**config.mk**
```make
export PLATFORM = sky130hd
export DESIGN_NAME = bounded_random_integer
export DESIGN_NICKNAME = d
export VERILOG_FILES = /design/src/hdl/bri_pkg.sv /design/src/hdl/bounded_random_integer.sv
export SDC_FILE = /design/constraint.sdc
export NUM_CORES = 2
export LEC_CHECK = 0
export BUFFER_PORTS_ARGS = -buffer_cell sky130_fd_sc_hd__buf_2
export CAP_MARGIN = 20
export CORE_ASPECT_RATIO = 0.8
export CORE_MARGIN = 2
export CORE_UTILIZATION = 45
export CTS_BUF_LIST = sky130_fd_sc_hd__clkbuf_4 sky130_fd_sc_hd__clkbuf_8 sky130_fd_sc_hd__clkbuf_16
export DETAILED_ROUTE_END_ITERATION = 7
export MAX_ROUTING_LAYER = met4
export PLACE_DENSITY = 0.74
export SETUP_SLACK_MARGIN = 0.1
export SYNTH_ARGS = -nofsm -noshare
export SYNTH_HDL_FRONTEND = slang
export SYNTH_SLANG_ARGS = --single-unit
export TNS_END_PERCENT = 100
```
**constraint.sdc**
```tcl
create_clock -name clk_i -period 7.66 [get_ports clk_i]
set_input_delay 0.383 -clock clk_i [delete_from_list [all_inputs] [get_ports clk_i]]
set_output_delay 0.383 -clock clk_i [all_outputs]
set_load 0.02 [all_outputs]
```
**src/hdl/bri_pkg.sv**
```systemverilog
package bri_pkg;

  // Width of the raw word and of all range arithmetic (8 to 32).
  localparam int unsigned WORD_W = 32;
  // Widths of the port fields.
  localparam int unsigned DATA_W = 32;
  localparam int unsigned USER_W = 1;
  localparam int unsigned CFG_IDX_W = 1;
  // Step counter of the remainder unit; it must hold WORD_W itself.
  localparam int unsigned CNT_W = $clog2(WORD_W + 1);

  typedef logic [WORD_W-1:0] word_t;

  // Configuration register indexes.
  typedef enum logic [CFG_IDX_W-1:0] {
    CFG_RANGE_LOW  = 1'b0,
    CFG_RANGE_HIGH = 1'b1
  } cfg_idx_e;

  // Threshold sequencer states.
  typedef enum logic [1:0] {
    ST_READY,
    ST_LOAD,
    ST_DIVIDE
  } thr_state_e;

endpackage

```
**src/hdl/bounded_random_integer.sv**
```systemverilog
// Bounded random integer generator. Each raw word transferred on the slave
// stream is mapped into the inclusive range [range_low, range_high] by the
// multiply-and-reject method and yields exactly one transfer on the master
// stream: tdata holds the value and tuser holds the accepted flag. When the
// flag is low the word was rejected to keep the distribution exact, tdata
// is zero, and the host should supply a fresh word. A span that wraps to
// zero (range_low one above range_high, e.g. the full range) passes the
// word straight through as a signed value. Words are taken one per clock
// cycle while tready is high; a result passes from the input register
// through the product register into the output register, and
// back-pressure on the master side stalls the whole pipeline without
// dropping anything. The rejection threshold (2^WORD_W - span) mod span
// is worked out by a bit-serial remainder unit after every configuration
// write: while the unit loads and divides, the slave side holds tready low.
// After reset the range is [0, 0] and the threshold is ready at once.
module bounded_random_integer (
  input  logic                         clk_i,
  input  logic                         rst_ni,
  // Configuration write port.
  input  logic                         cfg_we_i,
  input  logic [bri_pkg::CFG_IDX_W-1:0] cfg_addr_i,
  input  logic [bri_pkg::DATA_W-1:0]   cfg_wdata_i,
  // Raw words in.
  input  logic                         s_axis_tvalid,
  output logic                         s_axis_tready,
  input  logic [bri_pkg::DATA_W-1:0]   s_axis_tdata,  // [31:0] random_word
  // Bounded values out.
  output logic                         m_axis_tvalid,
  input  logic                         m_axis_tready,
  output logic [bri_pkg::DATA_W-1:0]   m_axis_tdata,  // [31:0] value
  output logic [bri_pkg::USER_W-1:0]   m_axis_tuser   // [0] accepted
);
  import bri_pkg::*;

  // ---------------------------------------------------------------------
  // Configuration registers.
  // ---------------------------------------------------------------------
  word_t range_low_q, range_high_q;

  always_ff @(posedge clk_i or negedge rst_ni) begin
    if (!rst_ni) begin
      range_low_q  <= '0;
      range_high_q <= '0;
    end else if (cfg_we_i) begin
      unique case (cfg_idx_e'(cfg_addr_i))
        CFG_RANGE_LOW:  range_low_q  <= cfg_wdata_i[WORD_W-1:0];
        CFG_RANGE_HIGH: range_high_q <= cfg_wdata_i[WORD_W-1:0];
        default: ;
      endcase
    end
  end

  // ---------------------------------------------------------------------
  // Threshold sequencer: latches the span, then runs a restoring remainder
  // of (2^WORD_W - span) by span, one dividend bit per cycle.
  // ---------------------------------------------------------------------
  thr_state_e state_q, state_d;
  logic       item_ok, load_en, div_en;

  word_t           span_q, span_d;
  word_t           thresh_q;
  word_t           dividend_q;
  word_t           rem_q, rem_d;
  logic [CNT_W-1:0] cnt_q;
  logic [WORD_W:0]  rem_shift;

  assign span_d    = range_high_q - range_low_q + word_t'(1);
  assign rem_shift = {rem_q, dividend_q[WORD_W-1]};
  assign rem_d     = (rem_shift >= {1'b0, span_q})
                     ? word_t'(rem_shift - {1'b0, span_q})
                     : rem_shift[WORD_W-1:0];

  always_comb begin
    state_d = state_q;
    unique case (state_q)
      ST_READY:  state_d = ST_READY;
      ST_LOAD:   state_d = ST_DIVIDE;
      ST_DIVIDE: if (cnt_q == CNT_W'(1)) state_d = ST_READY;
      default:   state_d = ST_READY;
    endcase
    // A write restarts the computation from any state.
    if (cfg_we_i) state_d = ST_LOAD;
  end

  always_comb begin
    item_ok = 1'b0;
    load_en = 1'b0;
    div_en  = 1'b0;
    unique case (state_q)
      ST_READY:  item_ok = 1'b1;
      ST_LOAD:   load_en = 1'b1;
      ST_DIVIDE: div_en  = 1'b1;
      default: ;
    endcase
  end

  always_ff @(posedge clk_i or negedge rst_ni) begin
    if (!rst_ni) begin
      state_q  <= ST_READY;
      span_q   <= word_t'(1);   // range [0, 0]
      thresh_q <= '0;           // 2^WORD_W mod 1
      cnt_q    <= '0;
    end else begin
      state_q <= state_d;
      if (load_en) begin
        span_q <= span_d;
        cnt_q  <= CNT_W'(WORD_W);
      end else if (div_en) begin
        cnt_q <= cnt_q - CNT_W'(1);
        if (cnt_q == CNT_W'(1)) thresh_q <= rem_d;
      end
    end
  end

  always_ff @(posedge clk_i) begin
    if (load_en) begin
      dividend_q <= word_t'(0) - span_d;
      rem_q      <= '0;
    end else if (div_en) begin
      dividend_q <= {dividend_q[WORD_W-2:0], 1'b0};
      rem_q      <= rem_d;
    end
  end

  // ---------------------------------------------------------------------
  // Data pipeline: input register, product register, output register.
  // All stages advance together whenever the output register is free.
  // ---------------------------------------------------------------------
  logic adv;
  logic s_fire;

  logic  v1_q, v2_q, out_valid_q;
  word_t word1_q, word2_q;
  logic  full2_q;
  logic [2*WORD_W-1:0] prod2_q, prod_d;

  logic [DATA_W-1:0] value_d, value_q;
  logic              accepted_d, accepted_q;
  logic              reject;
  word_t             sum;

  assign adv           = !out_valid_q || m_axis_tready;
  assign s_axis_tready = adv && item_ok;
  assign s_fire        = s_axis_tvalid && s_axis_tready;

  assign prod_d = {{WORD_W{1'b0}}, word1_q} * {{WORD_W{1'b0}}, span_q};

  assign reject = prod2_q[WORD_W-1:0] < thresh_q;
  assign sum    = range_low_q + prod2_q[2*WORD_W-1:WORD_W];

  always_comb begin
    if (full2_q) begin
      value_d    = DATA_W'(signed'(word2_q));
      accepted_d = 1'b1;
    end else if (reject) begin
      value_d    = '0;
      accepted_d = 1'b0;
    end else begin
      value_d    = DATA_W'(signed'(sum));
      accepted_d = 1'b1;
    end
  end

  always_ff @(posedge clk_i or negedge rst_ni) begin
    if (!rst_ni) begin
      v1_q        <= 1'b0;
      v2_q        <= 1'b0;
      out_valid_q <= 1'b0;
    end else if (adv) begin
      v1_q        <= s_fire;
      v2_q        <= v1_q;
      out_valid_q <= v2_q;
    end
  end

  always_ff @(posedge clk_i) begin
    if (adv) begin
      word1_q    <= s_axis_tdata[WORD_W-1:0];
      word2_q    <= word1_q;
      prod2_q    <= prod_d;
      full2_q    <= (span_q == '0);
      value_q    <= value_d;
      accepted_q <= accepted_d;
    end
  end

  assign m_axis_tvalid = out_valid_q;
  assign m_axis_tdata  = value_q;
  assign m_axis_tuser  = accepted_q;

endmodule
```
# ---- Word-level counts from Yosys, hierarchy flattened
# Index checks and enable logic that the tools add are counted.
dict set report word_totals {
  ff_bits 365
  latch_bits 0
  mem_bits_rw 0
  mem_bits_ro 0
  input_bits 70
  out_inout_bits 35
  word_cells 56
  mem_count 0
}
dict set report classes {
  n_addsub 6
  n_mul 1
  n_div 0
  magnitude_cmp 2
  eq_ne 4
  shifts 0
  n_mux 14
  bitwise 2
  n_reduce_logical 10
}
# operator n
set ops {}
lappend ops {{32-bit 2-to-1 mux} 5}
lappend ops {{32-bit by 32-bit multiplier with 64-bit output} 1}
lappend ops {{32-bit subtractor} 2}
lappend ops {{33-bit by 32-bit greater-or-equal comparator with 1-bit output} 1}
lappend ops {{32-bit by 1-bit adder with 32-bit output (second input constant)} 1}
lappend ops {{32-bit adder} 1}
lappend ops {{32-bit zero test} 1}
lappend ops {{32-bit < comparator} 1}
lappend ops {{1-bit by 32-bit subtractor with 32-bit output (first input constant)} 1}
lappend ops {{6-bit 2-to-1 mux} 2}
lappend ops {{6-bit by 1-bit equality test with 1-bit output (second input constant)} 1}
lappend ops {{6-bit by 1-bit subtractor with 6-bit output (second input constant)} 1}
lappend ops {{1-bit 2-to-1 mux} 4}
lappend ops {{2-bit 2-to-1 mux} 2}
lappend ops {{2-bit one-hot mux with 2 select lines} 1}
lappend ops {{2-bit AND reduction} 2}
lappend ops {{3-bit inequality test (second input constant)} 1}
lappend ops {{3-bit AND reduction} 1}
lappend ops {{2-bit by 1-bit equality test with 1-bit output (second input constant)} 1}
lappend ops {{2-bit equality test (second input constant)} 1}
lappend ops {{1-bit logical AND} 2}
lappend ops {{2-bit zero test} 1}
lappend ops {{1-bit inverter} 2}
lappend ops {{2-bit nonzero test} 1}
lappend ops {{other kinds (2)} 2}

# ---- Depth between registers and ports, before layout
dict set report depth {
  ltp_word 4
  ltp_mapped 29
}

# ---- Worst setup path after synthesis
# No wires, ideal clock.
dict set report synth_path {
  path_type {flip-flop to flip-flop}
  startpoint {register span_q[8]}
  endpoint {register prod2_q[59], data pin}
  setup_time_ns 0.260
  t_arrival_ns 7.331
  setup_slack_ns 0.068
  stages_incl_launch_ff 26
  path_buffers 3
  synth_period_minus_slack_ns 7.592
  cell_sequence {dfrtp_1 -> clkbuf_1 -> clkbuf_1 -> nand2_1 -> fa_1 -> inv_1 -> fa_1 -> fa_1 -> inv_1 -> fa_1 -> inv_1 -> fa_1 -> fa_1 -> fa_1 -> fa_1 -> ha_1 -> clkbuf_1 -> and4_1 -> and3_1 -> nor3b_1 -> o21ai_0 -> o41ai_1 -> a41oi_1 -> o211ai_1 -> a31oi_1 -> xnor2_1}
}
dict set report synth_via {
  elab_chain_cells 1
}
# element line_no
set synth_rtl {}
lappend synth_rtl {{start: declaration} bounded_random_integer.sv:60} ;# word_t span_q, span_d;
lappend synth_rtl {{start signal: assignment} bounded_random_integer.sv:100} ;# span_q <= word_t'(1);
lappend synth_rtl {{start signal: assignment} bounded_random_integer.sv:106} ;# span_q <= span_d;
lappend synth_rtl {{32-bit by 32-bit multiplier with 64-bit output} bounded_random_integer.sv:146} ;# assign prod_d = {{WORD_W{1'b0}}, word1_q} * {{WORD_W{1'b0}}, span_q};
lappend synth_rtl {{named net prod_d[59]} bounded_random_integer.sv:135} ;# logic [2*WORD_W-1:0] prod2_q, prod_d;
lappend synth_rtl {{end signal: assignment} bounded_random_integer.sv:180} ;# prod2_q <= prod_d;
lappend synth_rtl {{end: declaration} bounded_random_integer.sv:135}
# The timed path passes the listed nets, and every way through them passes these cells.
# A chain may end at the register's enable or synchronous reset.

# ---- Final worst setup path
dict set report layout_path {
  startpoint {register word1_q[14]}
  endpoint {register prod2_q[61], data pin}
}
dict set report layout_via {
  elab_chain_cells 1
}
# element line_no
set layout_rtl {}
lappend layout_rtl {{start: declaration} bounded_random_integer.sv:133} ;# word_t word1_q, word2_q;
lappend layout_rtl {{start signal: assignment} bounded_random_integer.sv:178} ;# word1_q <= s_axis_tdata[WORD_W-1:0];
lappend layout_rtl {{32-bit by 32-bit multiplier with 64-bit output} bounded_random_integer.sv:146}
lappend layout_rtl {{named net prod_d[61]} bounded_random_integer.sv:135}
# The timed path passes the listed nets, and every way through them passes these cells.

==> results.md <==
- The number of antenna violations at the first check in global routing was 9.
- The pin slew with the least headroom to its limit is 0.966 ns.
- The post-detailed-routing wire length is 153 mm.
- The site row count is 112.
- The starting density of the core is 45.5%.
- The final count of hold timing violations is 0.
- The upper clock frequency limit is 132 MHz.
- The average wire per cell in the routed design is 20.8 um.
- The startpoint identified for the worst hold timing path is s_axis_tdata[18].
- The via count of the first global-routing pass was 42000.
- Max-cap violations in this run came to 0.
- The remaining max-slew budget at the tightest pin is 35.6%.
- The maximum number of pins on one net before global-route repair is 139.
- A synthesized cell averages 9.60 um2.
- The library cells used most frequently in the layout, excluding fill and tap cells, are 969 x sky130_fd_sc_hd__inv_1, 884 x sky130_fd_sc_hd__fa_1, 646 x sky130_fd_sc_hd__nand2_1, 609 x sky130_fd_sc_hd__and2_1, 407 x sky130_fd_sc_hd__ha_1.
- Prior to clock tree synthesis, the placed netlist has a worst setup slack of -0.144 ns.
- The CTS tree is done.
- The worst hold path belongs to the class in -> reg.
- Along the worst path, the maximum fanout reaches 25.
- In this run the biggest area consumer among cell types represents 33.8% of the synthesized area.
- After layout, the worst setup slack is 0.0778 ns.
- The via total after detailed routing is 40600.
- The area growth from synthesis to layout is 12.7%.
- The path with the worst hold slack has its endpoint at word1_q[18].
- The detailed router finished its first iteration with 3687 violations.
- The number of sinks driven by the clock tree is 365.
- The synthesized netlist occupies a cell area of 0.0532 mm2.
- prod2_q holds more flip-flops than any other register.
- In the final layout, the share of cells above drive strength 1 is 12.1%.
- The worst flop-to-flop path endpoint is prod2_q[61].
- The most common cell after layout, fill and taps aside is sky130_fd_sc_hd__inv_1.
- After synthesis, the cell types taking the most area are sky130_fd_sc_hd__fa_1 34%, sky130_fd_sc_hd__edfxtp_1 11%, sky130_fd_sc_hd__ha_1 10%, sky130_fd_sc_hd__and2_1 7.2%, sky130_fd_sc_hd__inv_1 6.8%.
- The register with the most flip-flops in the layout has 64 of them.
- The sum of net half-perimeters after detailed placement is 122 mm.
- The first-pass GRT wire length is 242 mm.
- The floorplan step set the die height to 312 um.
- For this run, the leading register cell type out of synthesis is sky130_fd_sc_hd__edfxtp_1.
- The worst clock skew is 0.0306 ns.
- The detailed-router iteration count before antenna repair is 8.
- The die outline width is 388 um.
- The die covers 0.121 mm2.
- The flow ran to the end, and the final reports show no timing, DRC or antenna violations.
- The count of buffers inserted at the top-level ports is 104.
- At the end of routability-driven placement, the weighted congestion stood at 0.964.
- The post-synthesis cell type count is 88.
- The number of top-level design ports is 105.
- The critical path launch point type is a register.
- Global routing consumed, over all layers together, 26.2% of the routing resources.
- Data on the critical path is required at its endpoint by 8.00 ns.
- The post-detailed-route count of antenna-violating nets is 0.
- Yosys printed 0 warnings.
- In this run, synthesis inferred 194 flip-flops with an integrated enable.
- The register bit count reported by yosys is 365.
- The clock-pin slew on the worst setup and hold paths is 0.07 ns.
- The final period demand of the worst path is 7.58 ns.
- The count of final setup violators is 0.
- The total negative setup slack is 0 ns.
- After synthesis, the share of flip-flops with an asynchronous set or reset is 38.1%.
- The remaining global-route overflow is 0.
- The clock tree synthesis step divided the H-tree into 2 levels.
- The number of cells in the finished layout apart from fillers is 7332.
- The number of instances in the placed design is 7207.
- The most area-hungry cell type in the Yosys netlist is sky130_fd_sc_hd__fa_1.
- The number of cells on the worst hold path is 1.
- The share of the clock period used by the worst path is 99.0%.
- The count of pins over their slew limit is 0.
- The worst register-to-register path begins at word1_q[14].
- The clock root buffer is sky130_fd_sc_hd__clkbuf_16.
- After synthesis, flip-flops and latches occupy 18.7% of the total area.
- In this run the worst setup path begins at word1_q[14].
- The residual DRC count is 0.
- The placeable core area is 0.117 mm2.
- Synthesis produced a netlist with a net count of 6935.
- After filler insertion, the fill cell instance count of the layout stands at 10300.
- The number of buffers added by the clock tree synthesis step is 39.
- Measured in cells, the most critical reg-to-reg path has a length of 25.
- At the worst endpoint, the arrival time is 7.92 ns.
- The critical path start-end classification is reg -> reg.
- STA classifies the critical path endpoint as a register.
- Setup repair after global routing could not meet its margin everywhere.
- The setup slack on the worst flop-to-flop path is 0.08 ns.
- The vias per cell is 5.54.
- Cells fill 51.2% of the core in the end.
- In the synthesized netlist, the number of instances is 5542.
- The clock reaches the later pin of the worst-skew pair after 0.61 ns.
- In this run the deepest clock path goes through 3 buffers.
- The number of nets at the end of the flow is 7152.
==> layout make-up <==
class                   count  area (um2)  share of cell area [%]
diodes                      4        10.0                  0.0167
clock inverters            23         251                   0.419
inverters                 970        3640                    6.07
multi-input cells        3919       39100                    65.2
well taps                1539        1930                    3.21
repair buffers            464        3970                    6.62
clock buffers              48        1100                    1.84
flip-flops and latches    365        9950                    16.6
==> cell families (layout without fill, tap and decap cells) <==
kind of cell	after synthesis	count (layout)	synth area share (%)
muxes	79	79	1.64
xor gates and xnor gates	147	147	2.42
adders and majority gates	1323	1323	43.8
other	0	4	0
AOI/OAI and AO/OA	720	720	8.87
buffers and inverters	1258	1505	8.93
DFF	365	365	18.7
and+or+nand+nor	1650	1650	15.7
==> Yosys cell counts, types with 20 or more instances <==
cell,number
sky130_fd_sc_hd__a211oi_1,47
sky130_fd_sc_hd__a21o_1,87
sky130_fd_sc_hd__a21oi_1,160
sky130_fd_sc_hd__a31oi_1,28
sky130_fd_sc_hd__and2_1,612
sky130_fd_sc_hd__and3_1,21
sky130_fd_sc_hd__clkbuf_1,270
sky130_fd_sc_hd__dfrtp_1,138
sky130_fd_sc_hd__dfxtp_1,32
sky130_fd_sc_hd__edfxtp_1,194
sky130_fd_sc_hd__fa_1,899
sky130_fd_sc_hd__ha_1,424
sky130_fd_sc_hd__inv_1,970
sky130_fd_sc_hd__mux2_2,62
sky130_fd_sc_hd__nand2_1,649
sky130_fd_sc_hd__nand3_1,42
sky130_fd_sc_hd__nand4_1,30
sky130_fd_sc_hd__nor2_1,144
sky130_fd_sc_hd__nor2b_1,26
sky130_fd_sc_hd__nor3_1,33
sky130_fd_sc_hd__nor4_1,24
sky130_fd_sc_hd__o211ai_1,20
sky130_fd_sc_hd__o21a_1,23
sky130_fd_sc_hd__o21ai_0,178
sky130_fd_sc_hd__o31ai_1,26
sky130_fd_sc_hd__xnor2_1,97
sky130_fd_sc_hd__xor2_1,50
==> per-layer routing <==
metal / track usage [%] / up-vias / routed length (um)
met5: - / - / 0
met4: 5.25 / 0 / 3110
met3: 4.35 / 214 / 13800
met2: 39.8 / 1770 / 69100
met1: 37.2 / 20700 / 66700
li1: - / 17900 / -
==> per-stage QoR <==
stage	hold slack (ns)	area [um2]
after floorplan	0.0874	53200
after global placement	0.444	57600
after detailed placement	0.454	57600
after CTS	0.0000434	59500
after global routing	0.0175	60000
final	0.00580	60000
==> critical path: stages, from the launching register on <==
cell	delay [ns]
sky130_fd_sc_hd__edfxtp_1	0.41
sky130_fd_sc_hd__buf_12	0.18
sky130_fd_sc_hd__and2_1	0.19
sky130_fd_sc_hd__fa_1	0.56
sky130_fd_sc_hd__fa_1	0.45
sky130_fd_sc_hd__fa_1	0.53
sky130_fd_sc_hd__inv_1	0.05
sky130_fd_sc_hd__fa_1	0.47
sky130_fd_sc_hd__inv_1	0.05
sky130_fd_sc_hd__fa_1	0.55
sky130_fd_sc_hd__fa_1	0.44
sky130_fd_sc_hd__fa_1	0.49
sky130_fd_sc_hd__fa_1	0.59
sky130_fd_sc_hd__ha_4	0.23
sky130_fd_sc_hd__buf_4	0.16
sky130_fd_sc_hd__inv_1	0.10
sky130_fd_sc_hd__o21bai_1	0.08
sky130_fd_sc_hd__a21o_1	0.19
sky130_fd_sc_hd__a21oi_1	0.18
sky130_fd_sc_hd__o21ai_2	0.12
sky130_fd_sc_hd__o21a_1	0.24
sky130_fd_sc_hd__nor4b_2	0.17
sky130_fd_sc_hd__buf_4	0.14
sky130_fd_sc_hd__o21a_1	0.22
sky130_fd_sc_hd__a311o_1	0.34
sky130_fd_sc_hd__xor2_1	0.14
==> worst max path at each step <==
| stage | endpoint | cells after the start |
|---|---|---|
| 2_1_floorplan | prod2_q[59] | 25 |
| 3_3_place_gp | prod2_q[56] | 26 |
| 3_5_place_dp | prod2_q[59] | 28 |
| 4_1_cts | prod2_q[50] | 29 |
| 5_1_grt | prod2_q[59] | 26 |
| 6_report | prod2_q[61] | 25 |
==> repair_timing <==
| action | in CTS | in global routing |
|---|---|---|
| hold buffers | 32 | 0 |
| buffers inserted | 6 | 12 |
| endpoints found under the hold margin | 108 | 0 |
| pin swaps | 9 | 18 |
| resized for setup | 43 | 84 |
| gates cloned | 0 | 0 |
| endpoints found under the setup margin | 22 | 25 |
Power is left out: the tool's default activity adds up to more than one toggle a clock period on the data nets, which glitch-free logic cannot reach.
